**config.mk**
```make
export PLATFORM = sky130hd
export DESIGN_NAME = expression_char_tokenizer_unit
export DESIGN_NICKNAME = d
export VERILOG_FILES = /design/src/sv/ect_pkg.sv /design/src/sv/ect_step.sv /design/src/sv/ect_rsp_fifo.sv /design/src/sv/expression_char_tokenizer_unit.sv
export SDC_FILE = /design/constraint.sdc
export NUM_CORES = 1
export LEC_CHECK = 0
export BUFFER_PORTS_ARGS = -buffer_cell sky130_fd_sc_hd__buf_2
export CELL_PAD_IN_SITES_DETAIL_PLACEMENT = 1
export CELL_PAD_IN_SITES_GLOBAL_PLACEMENT = 1
export CORE_MARGIN = 5
export CORE_UTILIZATION = 43
export DETAILED_ROUTE_END_ITERATION = 6
export GPL_ROUTABILITY_DRIVEN = 0
export PLACE_DENSITY = 0.77
export SLEW_MARGIN = 20
export SYNTH_ARGS = -nofsm -noshare
export SYNTH_HDL_FRONTEND = slang
export SYNTH_SLANG_ARGS = --single-unit
```
**constraint.sdc**
```tcl
create_clock -name clock -period 4.3 [get_ports clock]
set_input_delay 0.43 -clock clock [delete_from_list [all_inputs] [get_ports clock]]
set_output_delay 0.43 -clock clock [all_outputs]
set_load 0.01 [all_outputs]
```
**src/sv/ect_pkg.sv**
```systemverilog
// Shared types and constants for the expression character tokenizer.
// No dependencies; every other file of the block imports this package.
package ect_pkg;

   // Default longest lexeme length before the count saturates
   localparam int MaxLexemeLenDefault = 255;
   // Result queue depth; two words may enter per cycle
   localparam int RspDepth = 4;

   // Token kinds
   localparam logic [2:0] KIND_ID  = 3'd0;
   localparam logic [2:0] KIND_NUM = 3'd1;
   localparam logic [2:0] KIND_OP  = 3'd2;
   localparam logic [2:0] KIND_END = 3'd3;
   localparam logic [2:0] KIND_ERR = 3'd4;

   // Character codes
   localparam logic [7:0] CH_SPACE  = 8'h20;
   localparam logic [7:0] CH_TAB    = 8'h09;
   localparam logic [7:0] CH_CR     = 8'h0D;
   localparam logic [7:0] CH_0      = 8'h30;
   localparam logic [7:0] CH_9      = 8'h39;
   localparam logic [7:0] CH_LOW_A  = 8'h61;
   localparam logic [7:0] CH_LOW_Z  = 8'h7A;
   localparam logic [7:0] CH_UP_A   = 8'h41;
   localparam logic [7:0] CH_UP_Z   = 8'h5A;
   localparam logic [7:0] CH_DOLLAR = 8'h24;
   localparam logic [7:0] CH_SEMI   = 8'h3B;
   localparam logic [7:0] CH_DOT    = 8'h2E;
   localparam logic [7:0] CH_EQ     = 8'h3D;
   localparam logic [7:0] CH_PLUS   = 8'h2B;
   localparam logic [7:0] CH_MINUS  = 8'h2D;
   localparam logic [7:0] CH_STAR   = 8'h2A;
   localparam logic [7:0] CH_SLASH  = 8'h2F;
   localparam logic [7:0] CH_PCT    = 8'h25;
   localparam logic [7:0] CH_CARET  = 8'h5E;
   localparam logic [7:0] CH_LPAREN = 8'h28;
   localparam logic [7:0] CH_RPAREN = 8'h29;

   // Scanner modes, one-hot
   typedef enum logic [4:0] {
      MODE_IDLE  = 5'b00001,
      MODE_IDENT = 5'b00010,
      MODE_INT   = 5'b00100,
      MODE_FRAC  = 5'b01000,
      MODE_DOT   = 5'b10000
   } mode_type;

   // Input word
   typedef struct packed {
      logic [7:0] ch;
      logic       end_of_input;
   } req_type;

   // Result word
   typedef struct packed {
      logic [2:0] token_kind;
      logic [7:0] op_char;
      logic [7:0] lexeme_len;
      logic       last;
   } rsp_type;

   // Outcome of one scanner step
   typedef struct packed {
      logic [1:0] n_results;
      rsp_type    slot0;
      rsp_type    slot1;
      mode_type   mode;
      logic [7:0] count;
      logic       halt;
   } step_type;

endpackage

```
**src/sv/ect_step.sv**
```systemverilog
// One scanner step: classify a character and work out the next mode, count and results.
// Depends on ect_pkg.
module ect_step
   import ect_pkg::*;
#(
   parameter int MAX_LEXEME_LEN = MaxLexemeLenDefault
) (
   input  req_type    item,
   input  mode_type   mode,
   input  logic [7:0] count,
   output step_type   step
);

   localparam int LenCapInt = (MAX_LEXEME_LEN < 255) ? MAX_LEXEME_LEN : 255;
   localparam logic [7:0] LEN_CAP = 8'(LenCapInt);

   logic       is_space, is_digit, is_alpha, is_op;
   logic [7:0] bumped;
   rsp_type    flush_rsp;
   rsp_type    id_rsp;
   logic       id_emit;
   logic       id_halt;
   mode_type   id_mode;
   logic [7:0] id_count;
   logic [2:0] flush_kind;

   // Classify the character
   always_comb begin
      is_space = (item.ch == CH_SPACE) || (item.ch inside {[CH_TAB:CH_CR]});
      is_digit = item.ch inside {[CH_0:CH_9]};
      is_alpha = item.ch inside {[CH_LOW_A:CH_LOW_Z], [CH_UP_A:CH_UP_Z]};
      is_op    = item.ch inside {CH_EQ, CH_PLUS, CH_MINUS, CH_STAR, CH_SLASH,
                                 CH_PCT, CH_CARET, CH_LPAREN, CH_RPAREN};
      bumped   = (count < LEN_CAP) ? count + 8'd1 : count;
   end

   // Handle the character as if no token were pending
   always_comb begin
      id_mode  = MODE_IDLE;
      id_count = 8'd0;
      id_emit  = 1'b0;
      id_halt  = 1'b0;
      id_rsp   = '{token_kind: KIND_ERR, op_char: 8'd0, lexeme_len: 8'd1, last: 1'b0};
      if (is_space) begin
         id_mode = MODE_IDLE;
      end else if (is_alpha) begin
         id_mode  = MODE_IDENT;
         id_count = 8'd1;
      end else if (is_digit) begin
         id_mode  = MODE_INT;
         id_count = 8'd1;
      end else if (item.ch == CH_DOT) begin
         id_mode  = MODE_DOT;
         id_count = 8'd1;
      end else if (is_op) begin
         id_emit = 1'b1;
         id_rsp  = '{token_kind: KIND_OP, op_char: item.ch, lexeme_len: 8'd1, last: 1'b0};
      end else if (item.ch == CH_DOLLAR || item.ch == CH_SEMI) begin
         id_emit = 1'b1;
         id_halt = 1'b1;
         id_rsp  = '{token_kind: KIND_END, op_char: 8'd0, lexeme_len: 8'd1, last: 1'b0};
      end else begin
         id_emit = 1'b1;
         id_halt = 1'b1;
      end
   end

   // Pending token, emitted when its lexeme ends
   always_comb begin
      flush_kind = (mode == MODE_IDENT) ? KIND_ID : KIND_NUM;
      flush_rsp  = '{token_kind: flush_kind, op_char: 8'd0, lexeme_len: count, last: 1'b0};
   end

   // Advance the scanner
   always_comb begin
      step.n_results = 2'd0;
      step.slot0     = flush_rsp;
      step.slot1     = id_rsp;
      step.mode      = mode;
      step.count     = count;
      step.halt      = 1'b0;
      if (item.end_of_input) begin
         step.mode  = MODE_IDLE;
         step.count = 8'd0;
         step.halt  = 1'b1;
         step.slot1 = '{token_kind: KIND_END, op_char: 8'd0, lexeme_len: 8'd0, last: 1'b0};
         case (mode)
            MODE_DOT: begin
               step.n_results = 2'd1;
               step.slot0 = '{token_kind: KIND_ERR, op_char: 8'd0, lexeme_len: 8'd1,
                              last: 1'b0};
            end
            MODE_IDENT, MODE_INT, MODE_FRAC: begin
               step.n_results = 2'd2;
            end
            default: begin
               step.n_results = 2'd1;
               step.slot0 = step.slot1;
            end
         endcase
      end else begin
         case (mode)
            MODE_IDENT: begin
               if (is_alpha || is_digit) begin
                  step.count = bumped;
               end else begin
                  step.n_results = id_emit ? 2'd2 : 2'd1;
                  step.mode      = id_mode;
                  step.count     = id_count;
                  step.halt      = id_halt;
               end
            end
            MODE_INT: begin
               if (is_digit) begin
                  step.count = bumped;
               end else if (item.ch == CH_DOT) begin
                  step.count = bumped;
                  step.mode  = MODE_FRAC;
               end else begin
                  step.n_results = id_emit ? 2'd2 : 2'd1;
                  step.mode      = id_mode;
                  step.count     = id_count;
                  step.halt      = id_halt;
               end
            end
            MODE_FRAC: begin
               if (is_digit) begin
                  step.count = bumped;
               end else begin
                  step.n_results = id_emit ? 2'd2 : 2'd1;
                  step.mode      = id_mode;
                  step.count     = id_count;
                  step.halt      = id_halt;
               end
            end
            MODE_DOT: begin
               if (is_digit) begin
                  step.count = bumped;
                  step.mode  = MODE_FRAC;
               end else begin
                  step.n_results = 2'd1;
                  step.slot0 = '{token_kind: KIND_ERR, op_char: 8'd0, lexeme_len: 8'd1,
                                 last: 1'b0};
                  step.mode  = MODE_IDLE;
                  step.count = 8'd0;
                  step.halt  = 1'b1;
               end
            end
            default: begin
               // idle, and any code that cannot arise
               step.n_results = id_emit ? 2'd1 : 2'd0;
               step.slot0     = id_rsp;
               step.mode      = id_mode;
               step.count     = id_count;
               step.halt      = id_halt;
            end
         endcase
      end
      // Mark the final word of this input
      if (step.n_results == 2'd2) begin
         step.slot1.last = 1'b1;
      end else begin
         step.slot0.last = 1'b1;
      end
   end

endmodule

```
**src/sv/ect_rsp_fifo.sv**
```systemverilog
// Result queue: takes up to two words a cycle, hands out one word a cycle
// while the receiver is ready. Depends on ect_pkg.
module ect_rsp_fifo
   import ect_pkg::*;
(
   input  logic       clock,
   input  logic       reset,
   input  logic [1:0] push_count,
   input  rsp_type    push0,
   input  rsp_type    push1,
   output logic [$clog2(RspDepth):0] level,
   output logic       rsp_valid,
   input  logic       rsp_ready,
   output rsp_type    rsp_payload
);

   localparam int PtrW = $clog2(RspDepth);

   rsp_type             mem_ff [RspDepth];
   logic [PtrW-1:0]     wr_ptr_ff, wr_ptr_in;
   logic [PtrW-1:0]     rd_ptr_ff, rd_ptr_in;
   logic [PtrW:0]       level_ff, level_in;
   logic                pop;

   // Drain one word when the receiver takes it
   always_comb begin
      rsp_valid   = (level_ff != '0);
      pop         = rsp_valid && rsp_ready;
      rsp_payload = mem_ff[rd_ptr_ff];
      level       = level_ff;
      wr_ptr_in   = wr_ptr_ff + PtrW'(push_count);
      rd_ptr_in   = rd_ptr_ff + PtrW'(pop);
      level_in    = level_ff + (PtrW+1)'(push_count) - (PtrW+1)'(pop);
   end

   // Store incoming words
   always_ff @(posedge clock) begin
      if (push_count != 2'd0) begin
         mem_ff[wr_ptr_ff] <= push0;
      end
      if (push_count == 2'd2) begin
         mem_ff[wr_ptr_ff + PtrW'(1)] <= push1;
      end
   end

   // Advance pointers
   always_ff @(posedge clock) begin
      if (reset) begin
         wr_ptr_ff <= '0;
         rd_ptr_ff <= '0;
         level_ff  <= '0;
      end else begin
         wr_ptr_ff <= wr_ptr_in;
         rd_ptr_ff <= rd_ptr_in;
         level_ff  <= level_in;
      end
   end

endmodule

```
**src/sv/expression_char_tokenizer_unit.sv**
```systemverilog
// Top level of the expression character tokenizer.
// Depends on ect_pkg, ect_step and ect_rsp_fifo.
//
// Usage: one ASCII character arrives per req_ word (req_payload.ch), or an
// end-of-stream mark (req_payload.end_of_input). Whitespace is skipped and
// each finished identifier, number, operator, end or error token comes out
// as one rsp_ word carrying its kind, operator character and lexeme length;
// rsp_payload.last flags the final word caused by each req_ word.
// Path: a word enters the input register, the scanner step runs on it once the
// result queue has room and writes its words into the queue, from which the
// first result word is offered to the receiver.
// Throughput: one character per cycle while the receiver is ready and each
// character yields at most one word; a character that closes a token and
// also emits an operator, end or error yields two words, and the
// one-word-per-cycle result port then sets the rate. The scanner step fires
// only when the four-entry result queue has room for two words.
// Reset clears the scanner to idle, the queue to empty and the halt flag.
// After an end or error token the block halts: further characters are taken
// and dropped until reset. While the receiver stalls, the queue fills and
// then req_ready falls; no word is lost.
module expression_char_tokenizer_unit
   import ect_pkg::*;
#(
   parameter int MAX_LEXEME_LEN = MaxLexemeLenDefault
) (
   input  logic    clock,
   input  logic    reset,
   input  logic    req_valid,
   output logic    req_ready,
   input  req_type req_payload,
   output logic    rsp_valid,
   input  logic    rsp_ready,
   output rsp_type rsp_payload
);

   logic                     in_valid_ff, in_valid_in;
   req_type                  in_item_ff;
   mode_type                 mode_ff, mode_in;
   logic [7:0]               count_ff, count_in;
   logic                     halted_ff, halted_in;
   step_type                 step;
   logic                     fire;
   logic [1:0]               push_count;
   logic [$clog2(RspDepth):0] level;

   ect_step #(
      .MAX_LEXEME_LEN(MAX_LEXEME_LEN)
   ) u_step (
      .item  (in_item_ff),
      .mode  (mode_ff),
      .count (count_ff),
      .step  (step)
   );

   ect_rsp_fifo u_fifo (
      .clock       (clock),
      .reset       (reset),
      .push_count  (push_count),
      .push0       (step.slot0),
      .push1       (step.slot1),
      .level       (level),
      .rsp_valid   (rsp_valid),
      .rsp_ready   (rsp_ready),
      .rsp_payload (rsp_payload)
   );

   // Run the step when the queue has room for two words
   always_comb begin
      fire        = in_valid_ff && (level <= ($clog2(RspDepth)+1)'(RspDepth - 2));
      req_ready   = !in_valid_ff || fire;
      in_valid_in = (req_valid && req_ready) || (in_valid_ff && !fire);
      push_count  = (fire && !halted_ff) ? step.n_results : 2'd0;
      mode_in     = mode_ff;
      count_in    = count_ff;
      halted_in   = halted_ff;
      if (fire && !halted_ff) begin
         mode_in   = step.mode;
         count_in  = step.count;
         halted_in = step.halt;
      end
   end

   // Hold the input word
   always_ff @(posedge clock) begin
      if (req_valid && req_ready) begin
         in_item_ff <= req_payload;
      end
   end

   // Scanner state
   always_ff @(posedge clock) begin
      if (reset) begin
         in_valid_ff <= 1'b0;
         mode_ff     <= MODE_IDLE;
         count_ff    <= 8'd0;
         halted_ff   <= 1'b0;
      end else begin
         in_valid_ff <= in_valid_in;
         mode_ff     <= mode_in;
         count_ff    <= count_in;
         halted_ff   <= halted_in;
      end
   end

   // Queue never overfills
   a_level_bound: assert property (@(posedge clock) disable iff (reset)
      level <= ($clog2(RspDepth)+1)'(RspDepth))
      else $error("result queue overfilled");

   // A halting step emits a final end or error word
   a_halt_word: assert property (@(posedge clock) disable iff (reset)
      (fire && !halted_ff && step.halt) |->
         ((step.n_results == 2'd1 && (step.slot0.token_kind == KIND_END ||
                                      step.slot0.token_kind == KIND_ERR)) ||
          (step.n_results == 2'd2 && (step.slot1.token_kind == KIND_END ||
                                      step.slot1.token_kind == KIND_ERR))))
      else $error("halt without end or error token");

   // Halt holds until reset
   a_halt_sticky: assert property (@(posedge clock) disable iff (reset)
      halted_ff |=> halted_ff)
      else $error("halt flag cleared without reset");

endmodule
```
* Word level (Yosys, flattened, before mapping)
Memory sizes are Yosys's and may differ from the RTL's. A register that Yosys moved wholly into a read port is not among the register bits.
Cells that the tools add are included.
** Word-level totals
- Flip-flop bits (word level) :: 31
- RAM bits :: 80
- Bits of input ports :: 13
- Logic and storage cells :: 132
- Memories kept :: 1
** Memories
- u_fifo.mem_ff :: words 4, width 20, read ports 1, clocked after Yosys merged registers in 1, write ports 2, RTL line ect_rsp_fifo.sv:19 : rsp_type mem_ff [RspDepth];
** Operators by class
- Add/subtract/negate cells :: 6
- $lt $le $gt $ge :: 10
- Equal/unequal tests :: 22
- Mux-type cells :: 61
- Reduce and logical (&&, ||, !) cells :: 23
** Operator list (number)
- $mux W20 :: 7
- $eq A8 B6 Y1 const B :: 12
- $pmux W20 S2 :: 2
- $mux W8 :: 7
- $pmux W14 S4 :: 1
- $mux W5 :: 7
- $mux W1 :: 23
- $mux W22 :: 1
- $mux W21 :: 1
- $ge A8 B7 Y1 const B :: 2
- $le A8 B7 Y1 const B :: 2
- $mux W2 :: 8
- $mux W14 :: 1
- $mux W13 :: 1
- $mux W12 :: 1
- $logic_and A1 B1 Y1 :: 9
- $ne A3 B3 Y1 const B :: 3
- $reduce_bool A9 Y1 :: 1
- $add A8 B1 Y8 const B :: 1
- $eq A8 B7 Y1 const B :: 1
- $ge A8 B4 Y1 const B :: 1
- $ge A8 B6 Y1 const B :: 1
- $le A8 B4 Y1 const B :: 1
- $le A8 B6 Y1 const B :: 1
- 19 further kinds :: 27

* Depth between registers and ports, before layout
Gate-level depths: netlist of the first run.
- Depth in word-level cells :: 14
- Depth in mapped cells :: 14

* By module
A second synthesis of the first run with hierarchy kept.
** Unflattened totals
- Cell total of the unflattened synthesis :: 480
- Area total of the unflattened synthesis :: 6261.0 um2
** Modules (own cells, without submodules)
- ect_rsp_fifo :: times used 1, cells each 238, area an instance 4302.9 um2
- ect_step :: times used 1, cells each 164, area an instance 994.7 um2
- expression_char_tokenizer_unit :: times used 1, cells each 78, area an instance 963.4 um2

* Least setup slack after synthesis of the first run
Ideal clock, no wire load.
- Path kind :: reg2reg
- Start :: reg in_item_ff[2] (netlist name)
- End :: reg u_fifo.level_ff[2] (netlist: u_fifo.level[2])
- Library setup time :: 0.128 ns
- Data arrival time :: 2.876 ns
- Data required time :: 4.172 ns
- Path slack :: 1.296 ns
- Stages on the path, launching flop included :: 15
- Path buffers :: 1
- Period minus slack after synthesis :: 3.004 ns
- Cells stage by stage :: edfxtp_1 buf_2 or4_4 o22ai_4 o211ai_1 a2bb2oi_2 a21oi_1 a22o_1 nor2_1 ha_1 inv_1 fa_1 xnor2_1 xnor2_1 nor2_1
** On the way
- Word-level cells in the longest chain between the ends :: 13
- Elaborated cells on any way between the ends :: 33
- Classes of those cells :: add/sub (2); order compare (8); eq/ne (2); mux (14); reduce/logical (7)
** RTL lines
- start: declaration :: RTL line expression_char_tokenizer_unit.sv:37 : req_type in_item_ff;
- start signal: assignment :: RTL line expression_char_tokenizer_unit.sv:86 : in_item_ff <= req_payload;
- $ge A8 B6 Y1, or another cell as far along :: RTL line ect_step.sv:30 : is_digit = item.ch inside {[CH_0:CH_9]};
- $logic_and A1 B1 Y1, or another cell as far along :: RTL line ect_step.sv:30
- $mux W1 or $reduce_bool A2 Y1 (tied branches) :: RTL line ect_step.sv:49, ect_step.sv:31
- $mux W1 :: RTL line ect_step.sv:46 : end else if (is_alpha) begin
- $mux W1 :: RTL line ect_step.sv:44 : if (is_space) begin
- $mux W2 :: RTL line ect_step.sv:107, ect_step.sv:120, ect_step.sv:130
- $mux W2 :: RTL line ect_step.sv:116 : end else if (item.ch == CH_DOT) begin
- $mux W2 :: RTL line ect_step.sv:114 : if (is_digit) begin
- $pmux W2 S4 * :: RTL line ect_step.sv:102 : case (mode)
- $mux W22 * :: RTL line ect_step.sv:82 : if (item.end_of_input) begin
- $mux W2 * :: RTL line expression_char_tokenizer_unit.sv:72 : push_count = (fire && !halted_ff) ? step.n_results : 2'd0;
- $add A3 B2 Y3 * :: RTL line ect_rsp_fifo.sv:33 : level_in = level_ff + (PtrW+1)'(push_count) - (PtrW+1)'(pop);
- $sub A3 B1 Y3 * :: RTL line ect_rsp_fifo.sv:33
- end signal: assignment :: RTL line ect_rsp_fifo.sv:55 : level_ff <= level_in;
- end: declaration :: RTL line ect_rsp_fifo.sv:22 : logic [PtrW:0] level_ff, level_in;
Every way passes the cells marked *; elsewhere a longest branch is shown, timed or not.
A chain may end at the register's enable or synchronous reset.

==> impl_metrics.env, run 1 <==
export IMPL_crit_buf_inv=0
export IMPL_final_cells=711
export IMPL_grt_pass1_vias=4333
export IMPL_num_vias=4007
export IMPL_critPathMaxFanout=13
export IMPL_seq_area_frac_synth=0.522
export IMPL_nFillCells=1436
export IMPL_critPathKind="flop to flop"
export IMPL_layout_setup_ws_ns=0.879
export IMPL_antenna_cells=0
export IMPL_synth_ff_type="edfxtp_1"
export IMPL_power_mw=2.55
export IMPL_drc=0
export IMPL_initial_core_util=0.434
export IMPL_netlist_instances=510
export IMPL_setup_viol=0
export IMPL_rsz0062_at_grt="false"
export IMPL_die_area_mm2=0.0150
export IMPL_drtPass1Iterations=4
export IMPL_coreArea_mm2=0.0125
export IMPL_p_leak_nw=2.06
export IMPL_pre_cts_slack_ns=0.922
export IMPL_routed_wl_mm=13.4
export IMPL_nNetsFinal=554
export IMPL_whs_ns=0.252
export IMPL_cts_repair_resized=0
export IMPL_cp_start_kind="flop"
export IMPL_skew_ns=0.00640
export IMPL_area_delta_synth_final_pct=10.9
export IMPL_hold_buffers=0
export IMPL_hp_class="primary input to flop"
export IMPL_cts_root_buf="clkbuf_16"
export IMPL_cts_setup_buffers=0
export IMPL_hold_viol=0
export IMPL_power_per_cell_area_mw_per_mm2=424
export IMPL_port_buffers=34
export IMPL_cts_made_buffers=9
export IMPL_final_max_slew_viol_count=0
export IMPL_routed_via_density=5.64
export IMPL_die_w_um=122
export IMPL_placement_rows=41
export IMPL_cp_arrival_ns=3.37
export IMPL_cts_buffer_depth=2
export IMPL_cts_sinks=111
export IMPL_outcome="complete, no violations"
export IMPL_overflow=0
export IMPL_cp_end_kind="flop"
export IMPL_synth_avg_cell_area_um2=10.6
export IMPL_antenna_found_initial=0
export IMPL_cts_max_level=3
export IMPL_ioPinCount=35
export IMPL_grt_pass1_wl_mm=22.1
export IMPL_grt_usage=0.189
export IMPL_clkSlewWorstSetupHoldPaths_ns=0.08
export IMPL_dp_cells=695
export IMPL_cts_tree="done"
export IMPL_synth_cell_area_mm2=0.00543
export IMPL_clock_latency_ns=0.35
export IMPL_async_flop_share=0
export IMPL_ant_nets=0
export IMPL_drt_iter0_drc=362
export IMPL_synth_seq_cells=111
export IMPL_die_h_um=122
export IMPL_totalNegativeSetupSlack_ns=0
export IMPL_dpl_cell_area_mm2=0.00574
export IMPL_synth_warnings=0
export IMPL_cp_top_family="simple AND/OR/NAND/NOR gates"
export IMPL_hpwl_mm=9.50
export IMPL_fin_util=0.481
export IMPL_grt_max_degree=23
export IMPL_wire_per_inst_um=18.9
export IMPL_synth_distinct_cells=63
export IMPL_worstPathRequired_ns=4.25
export IMPL_min_period_over_period=0.795
export IMPL_crit_path_max_incr_delay_ns=0.58
export IMPL_fmax_mhz=292
export IMPL_path_cells="o21ai_0 > nand3_1 > a21oi_1 > o31ai_4 > nor2_1 > or2_1 > nand2_1"
export IMPL_rrSetupSlack_ns=0.88
export IMPL_slew_headroom=0.229
export IMPL_maxCapViolations=0
export IMPL_design_area_mm2=0.00602
export IMPL_drive_gt1_frac=0.176
export IMPL_ir_drop_mv=0.217
export IMPL_tightest_slew_ns=1.15
export IMPL_min_period_ns=3.42
export IMPL_synth_edff_count=61
export IMPL_crit_slowest_cell="edfxtp_1"
[routing by layer]
metal / track usage / share of wire / vias up / wire (um)
met5: 0 / 0 / - / 0
met4: 0.0616 / 0.014 / 0 / 189
met1: 0.241 / 0.44 / 2014 / 5970
met2: 0.329 / 0.51 / 66 / 6850
met3: 0.0276 / 0.031 / 16 / 418
li1: - / - / 1911 / -
[cell type report]
class | instances | area [um^2] | share of cell area
sequential | 111 | 2830 | 0.470
clock inverter | 7 | 56.3 | 0.00935
clock buffer | 9 | 225 | 0.0374
tap | 172 | 215 | 0.0357
multi-input combinational | 362 | 2430 | 0.404
timing repair buffer | 41 | 223 | 0.0370
inverter | 9 | 33.8 | 0.00561
[report_power, final]
group,internal (mW),switching (mW)
Clock,0.400,0.398
Combinational,0.239,0.274
Sequential,1.17,0.0679
Total,1.81,0.740
[worst paths after layout]
kind,from,endpoint,depth (start not counted)
hold / removal,req_payload[6],in_item_ff[6],1
setup / recovery,in_item_ff[3],u_fifo.mem_ff[1][17],7
setup reg to reg,in_item_ff[3],u_fifo.mem_ff[1][17],7
hold reg to reg,u_fifo.mem_ff[2][4],u_fifo.mem_ff[2][4],2
[placed cells by master (no fill, tap or decap), types with 4 or more instances in the layout]
cell type   n
nor2_1     63
edfxtp_1   61
nand2_1    59
dfxtp_1    50
buf_2      34
a21oi_1    29
o21ai_0    24
nand3_1    21
mux4_2     20
mux2i_1    14
o22ai_1    12
nor3_1     10
inv_1       9
clkbuf_16   9
or2_2       8
nand2b_1    7
and2_1      7
xnor2_1     7
buf_4       7
ha_1        6
nor2b_1     5
or3_1       4
conb_1      4
[logic make-up after synthesis]
kind of cell             synth area share
flip-flops                          0.522
AO/OA/AOI/OAI                       0.126
multiplexers                        0.109
XOR/XNOR                           0.0129
adder cells (fa/ha/maj)            0.0175
AND/OR/NAND/NOR                     0.180
other                            0.000691
buffers and inverters              0.0320
[flip-flops by register name, indices dropped and copies added (netlist names)]
register,flops
u_fifo.level,3
count_ff,8
u_fifo.rd_ptr_ff,2
mode_ff,5
u_fifo.wr_ptr_ff,2
halted_ff,1
in_valid_ff,1
u_fifo.mem_ff,80
in_item_ff,9
[worst reg2reg max path, cell delays in order, from the launching register on]
cell	delay, ns
edfxtp_1	0.58
o21ai_0	0.37
nand3_1	0.29
a21oi_1	0.44
o31ai_4	0.16
nor2_1	0.18
or2_1	0.46
nand2_1	0.53
[synthesized netlist by cell type, types with 5 or more instances]
cell type  instances  area (um^2)
and2_1             7         43.8
o21ai_0           24          120
nand2b_1           7         43.8
dfxtp_1           50         1000
inv_1              9         33.8
clkbuf_1          19         71.3
nor3_1            10         50.1
nor2b_1            5         31.3
nand3_1           21          105
nand2_1           59          221
mux2i_1           14          140
nor2_1            63          236
xnor2_1            7         61.3
or2_2              8         50.1
edfxtp_1          61         1830
mux4_2            20          450
buf_2              7         35.0
o22ai_1           12         75.1
a21oi_1           29          145
ha_1               6         75.1
(Power assumes the default switching activity.)
==> run 2, diff against run 1 <==
--- a/config.mk
+++ b/config.mk
@@ -5,6 +5,7 @@
 export SDC_FILE = /design/constraint.sdc
 export NUM_CORES = 1
 export LEC_CHECK = 0
+export ABC_AREA = 1
 export BUFFER_PORTS_ARGS = -buffer_cell sky130_fd_sc_hd__buf_2
 export CELL_PAD_IN_SITES_DETAIL_PLACEMENT = 1
 export CELL_PAD_IN_SITES_GLOBAL_PLACEMENT = 1
@@ -12,7 +13,7 @@
 export CORE_UTILIZATION = 43
 export DETAILED_ROUTE_END_ITERATION = 6
 export GPL_ROUTABILITY_DRIVEN = 0
-export PLACE_DENSITY = 0.77
+export PLACE_DENSITY = 0.8
 export SLEW_MARGIN = 20
 export SYNTH_ARGS = -nofsm -noshare
 export SYNTH_HDL_FRONTEND = slang
==> constraint.sdc (replaced) <==
create_clock -name clock -period 3.5 [get_ports clock]
set_input_delay 0.35 -clock clock [delete_from_list [all_inputs] [get_ports clock]]
set_output_delay 0.35 -clock clock [all_outputs]
set_load 0.01 [all_outputs]
==> run 2 against run 1 <==
Net effect:
- sequential power rose by 22%
- clock power up 27%
- register-to-register slack worse by 0.35 ns
- final cell count is 21% higher
- via count up 20%
==> impl_metrics.env, run 2 <==
export IMPL_outcome="complete, no violations"
export IMPL_nFillCells=1585
export IMPL_netlist_instances=657
export IMPL_clock_latency_ns=0.37
export IMPL_path_cells="o21ai_0 > nand2_2 > nand2_2 > nor2_4 > nand2_2 > clkinv_2 > nand2_1 > nand3_2 > nand3_2 > nand2_8 > nand2_4 > nand2_1"
export IMPL_top_regs="u_fifo.mem_ff: 80 flops, in_item_ff: 9 flops, count_ff: 8 flops"
export IMPL_rrSetupSlack_ns=0.53
export IMPL_skew_ns=0.0110
export IMPL_slew_headroom=0.452
export IMPL_grt_pass1_wl_mm=26.0
export IMPL_final_common_cell="nor2_1"
export IMPL_grt_pass1_vias=5021
export IMPL_antenna_cells=0
export IMPL_die_h_um=124
export IMPL_drc=0
export IMPL_hold_end="in_item_ff[1]"
export IMPL_num_vias=4802
export IMPL_drt_iter0_drc=328
export IMPL_synth_distinct_cells=43
export IMPL_cts_max_level=3
export IMPL_cts_tree="done"
export IMPL_coreArea_mm2=0.0127
export IMPL_grt_usage=0.207
export IMPL_final_cell_mix="nor2_1, nand2_1, o21ai_0"
export IMPL_die_area_mm2=0.0155
export IMPL_cp_start_kind="flop"
export IMPL_critPathKind="flop to flop"
export IMPL_wire_per_inst_um=18.6
export IMPL_synth_most_common_cell="nor2_1"
export IMPL_synth_ff_type="edfxtp_1"
export IMPL_port_buffers=34
export IMPL_final_seq_area_mm2=0.00283
export IMPL_synth_cell_area_mm2=0.00562
export IMPL_drive_gt1_frac=0.127
export IMPL_routed_via_density=5.60
export IMPL_synth_top_area_frac=0.326
export IMPL_fin_util=0.482
export IMPL_hold_buffers=0
export IMPL_nNetsFinal=700
export IMPL_antenna_found_initial=0
export IMPL_async_flop_share=0
export IMPL_top_register="u_fifo.mem_ff"
export IMPL_cts_repair_resized=0
export IMPL_dpl_cell_area_mm2=0.00586
export IMPL_placement_rows=41
export IMPL_fmax_mhz=337
export IMPL_hp_class="primary input to flop"
export IMPL_crit_top_cell="nand2_2"
export IMPL_routed_wl_mm=15.9
export IMPL_dp_cells=841
export IMPL_hold_path_startpoint="req_payload[1]"
export IMPL_overflow=0
export IMPL_rr_worst_depth=12
export IMPL_r2r_start="in_item_ff[4]"
export IMPL_die_w_um=124
export IMPL_hpwl_mm=11.2
export IMPL_cts_setup_buffers=0
export IMPL_synth_top_area_cell="edfxtp_1"
export IMPL_worstPathRequired_ns=3.49
export IMPL_design_area_mm2=0.00614
export IMPL_clkSlewWorstSetupHoldPaths_ns=0.07
export IMPL_initial_core_util=0.442
export IMPL_synth_avg_cell_area_um2=8.56
export IMPL_p_leak_nw=2.37
export IMPL_synthTopCellsByArea="edfxtp_1, dfxtp_1, o21ai_0"
export IMPL_area_delta_synth_final_pct=9.19
export IMPL_totalNegativeSetupSlack_ns=0
export IMPL_ant_nets=0
export IMPL_final_cells=857
export IMPL_min_period_ns=2.97
export IMPL_synth_warnings=0
export IMPL_hold_depth=1
export IMPL_netlist_top_cells_count="nor2_1, nand2_1, o21ai_0"
export IMPL_synth_seq_cells=111
export IMPL_setup_viol=0
export IMPL_final_max_slew_viol_count=0
export IMPL_ir_drop_mv=0.250
export IMPL_multi_input_area_mm2=0.00241
export IMPL_seq_area_frac_synth=0.504
export IMPL_r2r_end="u_fifo.mem_ff[0][12]"
export IMPL_min_period_over_period=0.849
export IMPL_cp_arrival_ns=2.96
export IMPL_cts_buffer_depth=2
export IMPL_largest_register_ffs=80
export IMPL_critPathMaxFanout=19
export IMPL_cts_root_buf="clkbuf_16"
export IMPL_cts_sinks=111
export IMPL_tightest_slew_ns=0.821
export IMPL_grt_max_degree=42
export IMPL_crit_path_max_incr_delay_ns=0.57
export IMPL_drtPass1Iterations=4
export IMPL_cts_made_buffers=9
export IMPL_maxCapViolations=0
export IMPL_rsz0062_at_grt="false"
export IMPL_ioPinCount=35
export IMPL_crit_slowest_cell="nand2_1"
export IMPL_cp_end_kind="flop"
export IMPL_synth_edff_count=61
export IMPL_power_per_cell_area_mw_per_mm2=555
export IMPL_hold_viol=0
==> run 2: power breakdown <==
| part | total, mW | switching, mW | internal [mW] | leakage (nW) |
|---|---|---|---|---|
| clock | 1.01 | 0.515 | 0.496 | 0.132 |
| combinational | 0.889 | 0.605 | 0.285 | 1.29 |
| sequential | 1.51 | 0.0568 | 1.45 | 0.958 |
==> run 2: final cells by class <==
class / instances / share of cell area
Multi-Input combinational cell: 469 / 0.393
Inverter: 52 / 0.0328
Clock inverter: 6 / 0.00856
Clock buffer: 10 / 0.0373
Timing Repair Buffer: 37 / 0.0314
Tap cell: 172 / 0.0351
Sequential cell: 111 / 0.461
==> run 2: metrics by stage <==
stage / setup WS, ns / total power [mW] / hold slack (ns)
after floorplan: 1.01 / 2.13 / 0.448
after global placement: 0.702 / 2.39 / 0.459
after detailed placement: 0.561 / 2.43 / 0.474
after CTS: 0.519 / 3.43 / 0.152
after global routing: 0.294 / 3.58 / 0.153
final: 0.528 / 3.41 / 0.161
==> run 2: worst max-delay path: cells and delay by family, from the launching register on <==
kind	cells	cell delay, ns
AOI/OAI and AO/OA	1	0.19
buffers and inverters	1	0.08
DFF	1	0.56
and+or+nand+nor	10	1.76
==> run 2: cell families (layout without fill, tap and decap cells) <==
group / after synthesis / after routing / share of synthesized area
AND/OR/NAND/NOR: 273 / 273 / 0.225
AO/OA/AOI/OAI: 177 / 177 / 0.172
flip-flops: 111 / 111 / 0.504
buffers and inverters: 80 / 105 / 0.0686
XOR/XNOR: 8 / 8 / 0.0125
adder cells (fa/ha/maj): 7 / 7 / 0.0169
other: 1 / 4 / 0.000667
==> run 2: worst max path at each step <==
stage / from / end
after floorplan: in_item_ff[4] / u_fifo.level[2]
after global placement: in_item_ff[4] / u_fifo.mem_ff[0][14]
after detailed placement: in_item_ff[4] / u_fifo.mem_ff[0][14]
after CTS: in_item_ff[4] / u_fifo.mem_ff[0][12]
after global routing: in_item_ff[4] / u_fifo.mem_ff[0][1]
final: in_item_ff[4] / u_fifo.mem_ff[0][12]
==> run 2: per-layer routing <==
layer | vias to the layer above | GRT usage | wire length [um]
met5 | - | 0 | 0
met4 | 0 | 0.0696 | 286
met3 | 17 | 0.0343 | 610
met2 | 115 | 0.346 | 7680
met1 | 2361 | 0.272 | 7370
li1 | 2309 | - | -
==> run 3, diff against run 2 <==
==> constraint.sdc (replaced) <==
create_clock -name clock -period 2.8 [get_ports clock]
set_input_delay 0.28 -clock clock [delete_from_list [all_inputs] [get_ports clock]]
set_output_delay 0.28 -clock clock [all_outputs]
set_load 0.01 [all_outputs]
==> run 3 against run 2 <==
Net effect:
- via count increased by 4.0%
- maximum frequency increased by 8.9%
- clock skew decreased by 0.0049 ns
- clock power increased by 32%
- die area unchanged
- critical path depth increased by 2
- sequential power increased by 25%
- combinational power increased by 35%
- non-clock buffer count increased by 32
- setup slack got worse by 0.46 ns
- routed wire length increased by 3.5%
- critical endpoint is now u_fifo.level[2]
- highest routed layer unchanged
==> impl_metrics.env, run 3 (same netlist as run 2, synthesis figures left out) <==
export IMPL_outcome="complete, no violations"
export IMPL_port_buffers=34
export IMPL_hold_buffers=0
export IMPL_hold_end="in_item_ff[8]"
export IMPL_cp_arrival_ns=2.97
export IMPL_drive_gt1_frac=0.176
export IMPL_layout_setup_ws_ns=0.0720
export IMPL_area_delta_synth_final_pct=14.8
export IMPL_maxCapViolations=0
export IMPL_r2r_start="in_item_ff[3]"
export IMPL_initial_core_util=0.442
export IMPL_slew_headroom=0.457
export IMPL_drt_met1_wl_mm=7.37
export IMPL_grt_usage=0.212
export IMPL_coreArea_mm2=0.0127
export IMPL_setup_viol=0
export IMPL_crit_top_cell="nor2_1"
export IMPL_p_leak_nw=2.55
export IMPL_min_period_ns=2.73
export IMPL_crit_path_max_incr_delay_ns=0.43
export IMPL_grt_pass1_vias=5105
export IMPL_wl_met3_um=676
export IMPL_crit_slowest_cell="edfxtp_1"
export IMPL_critPathMaxFanout=4
export IMPL_die_w_um=124
export IMPL_power_mw=4.41
export IMPL_drt_iter0_drc=336
export IMPL_clock_latency_ns=0.36
export IMPL_rr_worst_depth=14
export IMPL_fin_util=0.507
export IMPL_pre_cts_slack_ns=0.0408
export IMPL_tightest_slew_ns=0.814
export IMPL_r2r_end="u_fifo.level[2]"
export IMPL_routed_via_density=5.62
export IMPL_critPathKind="flop to flop"
export IMPL_path_cells="buf_4 > buf_4 > nand3_1 > nand2_1 > nor2_1 > nor2_1 > nand2_4 > o21ai_4 > nand2_4 > ha_1 > fa_1 > xor2_1 > inv_1 > nor2_1"
export IMPL_ant_nets=0
export IMPL_grt_pass1_wl_mm=26.5
export IMPL_hp_class="primary input to flop"
export IMPL_top_regs="u_fifo.mem_ff: 80 flops, in_item_ff: 9 flops, count_ff: 8 flops"
export IMPL_cts_root_buf="clkbuf_16"
export IMPL_routed_wl_mm=16.5
export IMPL_placement_rows=41
export IMPL_skew_ns=0.00611
export IMPL_overflow=0
export IMPL_clkSlewWorstSetupHoldPaths_ns=0.07
export IMPL_wire_per_inst_um=18.6
export IMPL_grt_max_degree=42
export IMPL_hold_depth=1
export IMPL_cts_made_buffers=9
export IMPL_final_max_slew_viol_count=0
export IMPL_fmax_mhz=367
export IMPL_hpwl_mm=11.2
export IMPL_cp_end_kind="flop"
export IMPL_top_layer="met4"
export IMPL_final_cell_mix="nor2_1, nand2_1, o21ai_0"
export IMPL_die_area_mm2=0.0155
export IMPL_antenna_cells=0
export IMPL_hold_path_startpoint="req_payload[8]"
export IMPL_ioPinCount=35
export IMPL_wl_met2_mm=8.14
export IMPL_hold_viol=0
export IMPL_rrSetupSlack_ns=0.07
export IMPL_cts_tree="done"
export IMPL_worstPathRequired_ns=3.04
export IMPL_top_register="u_fifo.mem_ff"
export IMPL_final_common_cell="nor2_1"
export IMPL_largest_register_ffs=80
export IMPL_dpl_cell_area_mm2=0.00600
export IMPL_nNetsFinal=732
export IMPL_ir_drop_mv=0.299
export IMPL_drc=0
export IMPL_antenna_found_initial=0
export IMPL_design_area_mm2=0.00645
export IMPL_min_period_over_period=0.974
export IMPL_power_per_cell_area_mw_per_mm2=683
export IMPL_drtPass1Iterations=5
export IMPL_cts_sinks=111
export IMPL_cts_buffer_depth=2
export IMPL_cp_start_kind="flop"
export IMPL_num_vias=4994
export IMPL_cts_max_level=3
export IMPL_nFillCells=1561
export IMPL_die_h_um=124
[run 3: worst max-delay path by stage]
stage / from / endpoint / slack, ns
6_report: in_item_ff[3] / u_fifo.level[2] / 0.07
5_1_grt: in_item_ff[2] / u_fifo.level[2] / -0.08
4_1_cts: in_item_ff[3] / u_fifo.level[2] / 0.02
2_1_floorplan: in_item_ff[4] / u_fifo.level[2] / 0.31
3_3_place_gp: in_item_ff[4] / u_fifo.level[2] / 0.20
3_5_place_dp: in_item_ff[4] / u_fifo.level[2] / 0.04
[run 3: final cells by class]
type / instances / area, um^2 / area share
Tap cell: 172 / 215 / 0.0333
Clock inverter: 3 / 31.3 / 0.00485
Sequential cell: 111 / 2830 / 0.439
Timing Repair Buffer: 69 / 445 / 0.0690
Inverter: 52 / 201 / 0.0312
Clock buffer: 13 / 272 / 0.0421
Multi-Input combinational cell: 469 / 2450 / 0.380
[run 3: metrics by stage]
step / setup TNS (ns) / hold slack [ns] / cells
6_report: 0 / 0.0874 / 889
3_5_place_dp: 0 / 0.459 / 858
5_1_grt: -0.173 / 0.0898 / 889
3_3_place_gp: 0 / 0.457 / 858
4_1_cts: 0 / 0.0844 / 877
2_1_floorplan: 0 / 0.379 / 660
[run 3: critical path, delay by kind of cell (launching register included)]
family | cells | cell delay (ns)
compound gates | 1 | 0.19
simple gates | 7 | 0.73
xor+xnor | 1 | 0.17
flops | 1 | 0.43
buf+inv | 3 | 0.33
fa+ha+maj | 2 | 0.75
[run 3: metal layers]
metal | track usage | up-vias
li1 | - | 2374
met5 | 0 | -
met1 | 0.272 | 2468
met2 | 0.363 | 128
met4 | 0.0754 | 0
met3 | 0.0313 | 24
[run 3: timing repair]
item | 4_1_cts | 5_1_grt
pin swaps | 0 | 4
endpoints found under the setup margin | 1 | 50
setup buffers | 3 | 12
resized for setup | 0 | 14
[run 3: power by group]
part	internal, mW	switching [mW]
combinational	0.409	0.792
clock	0.729	0.598
sequential	1.82	0.0669
total	2.95	1.46
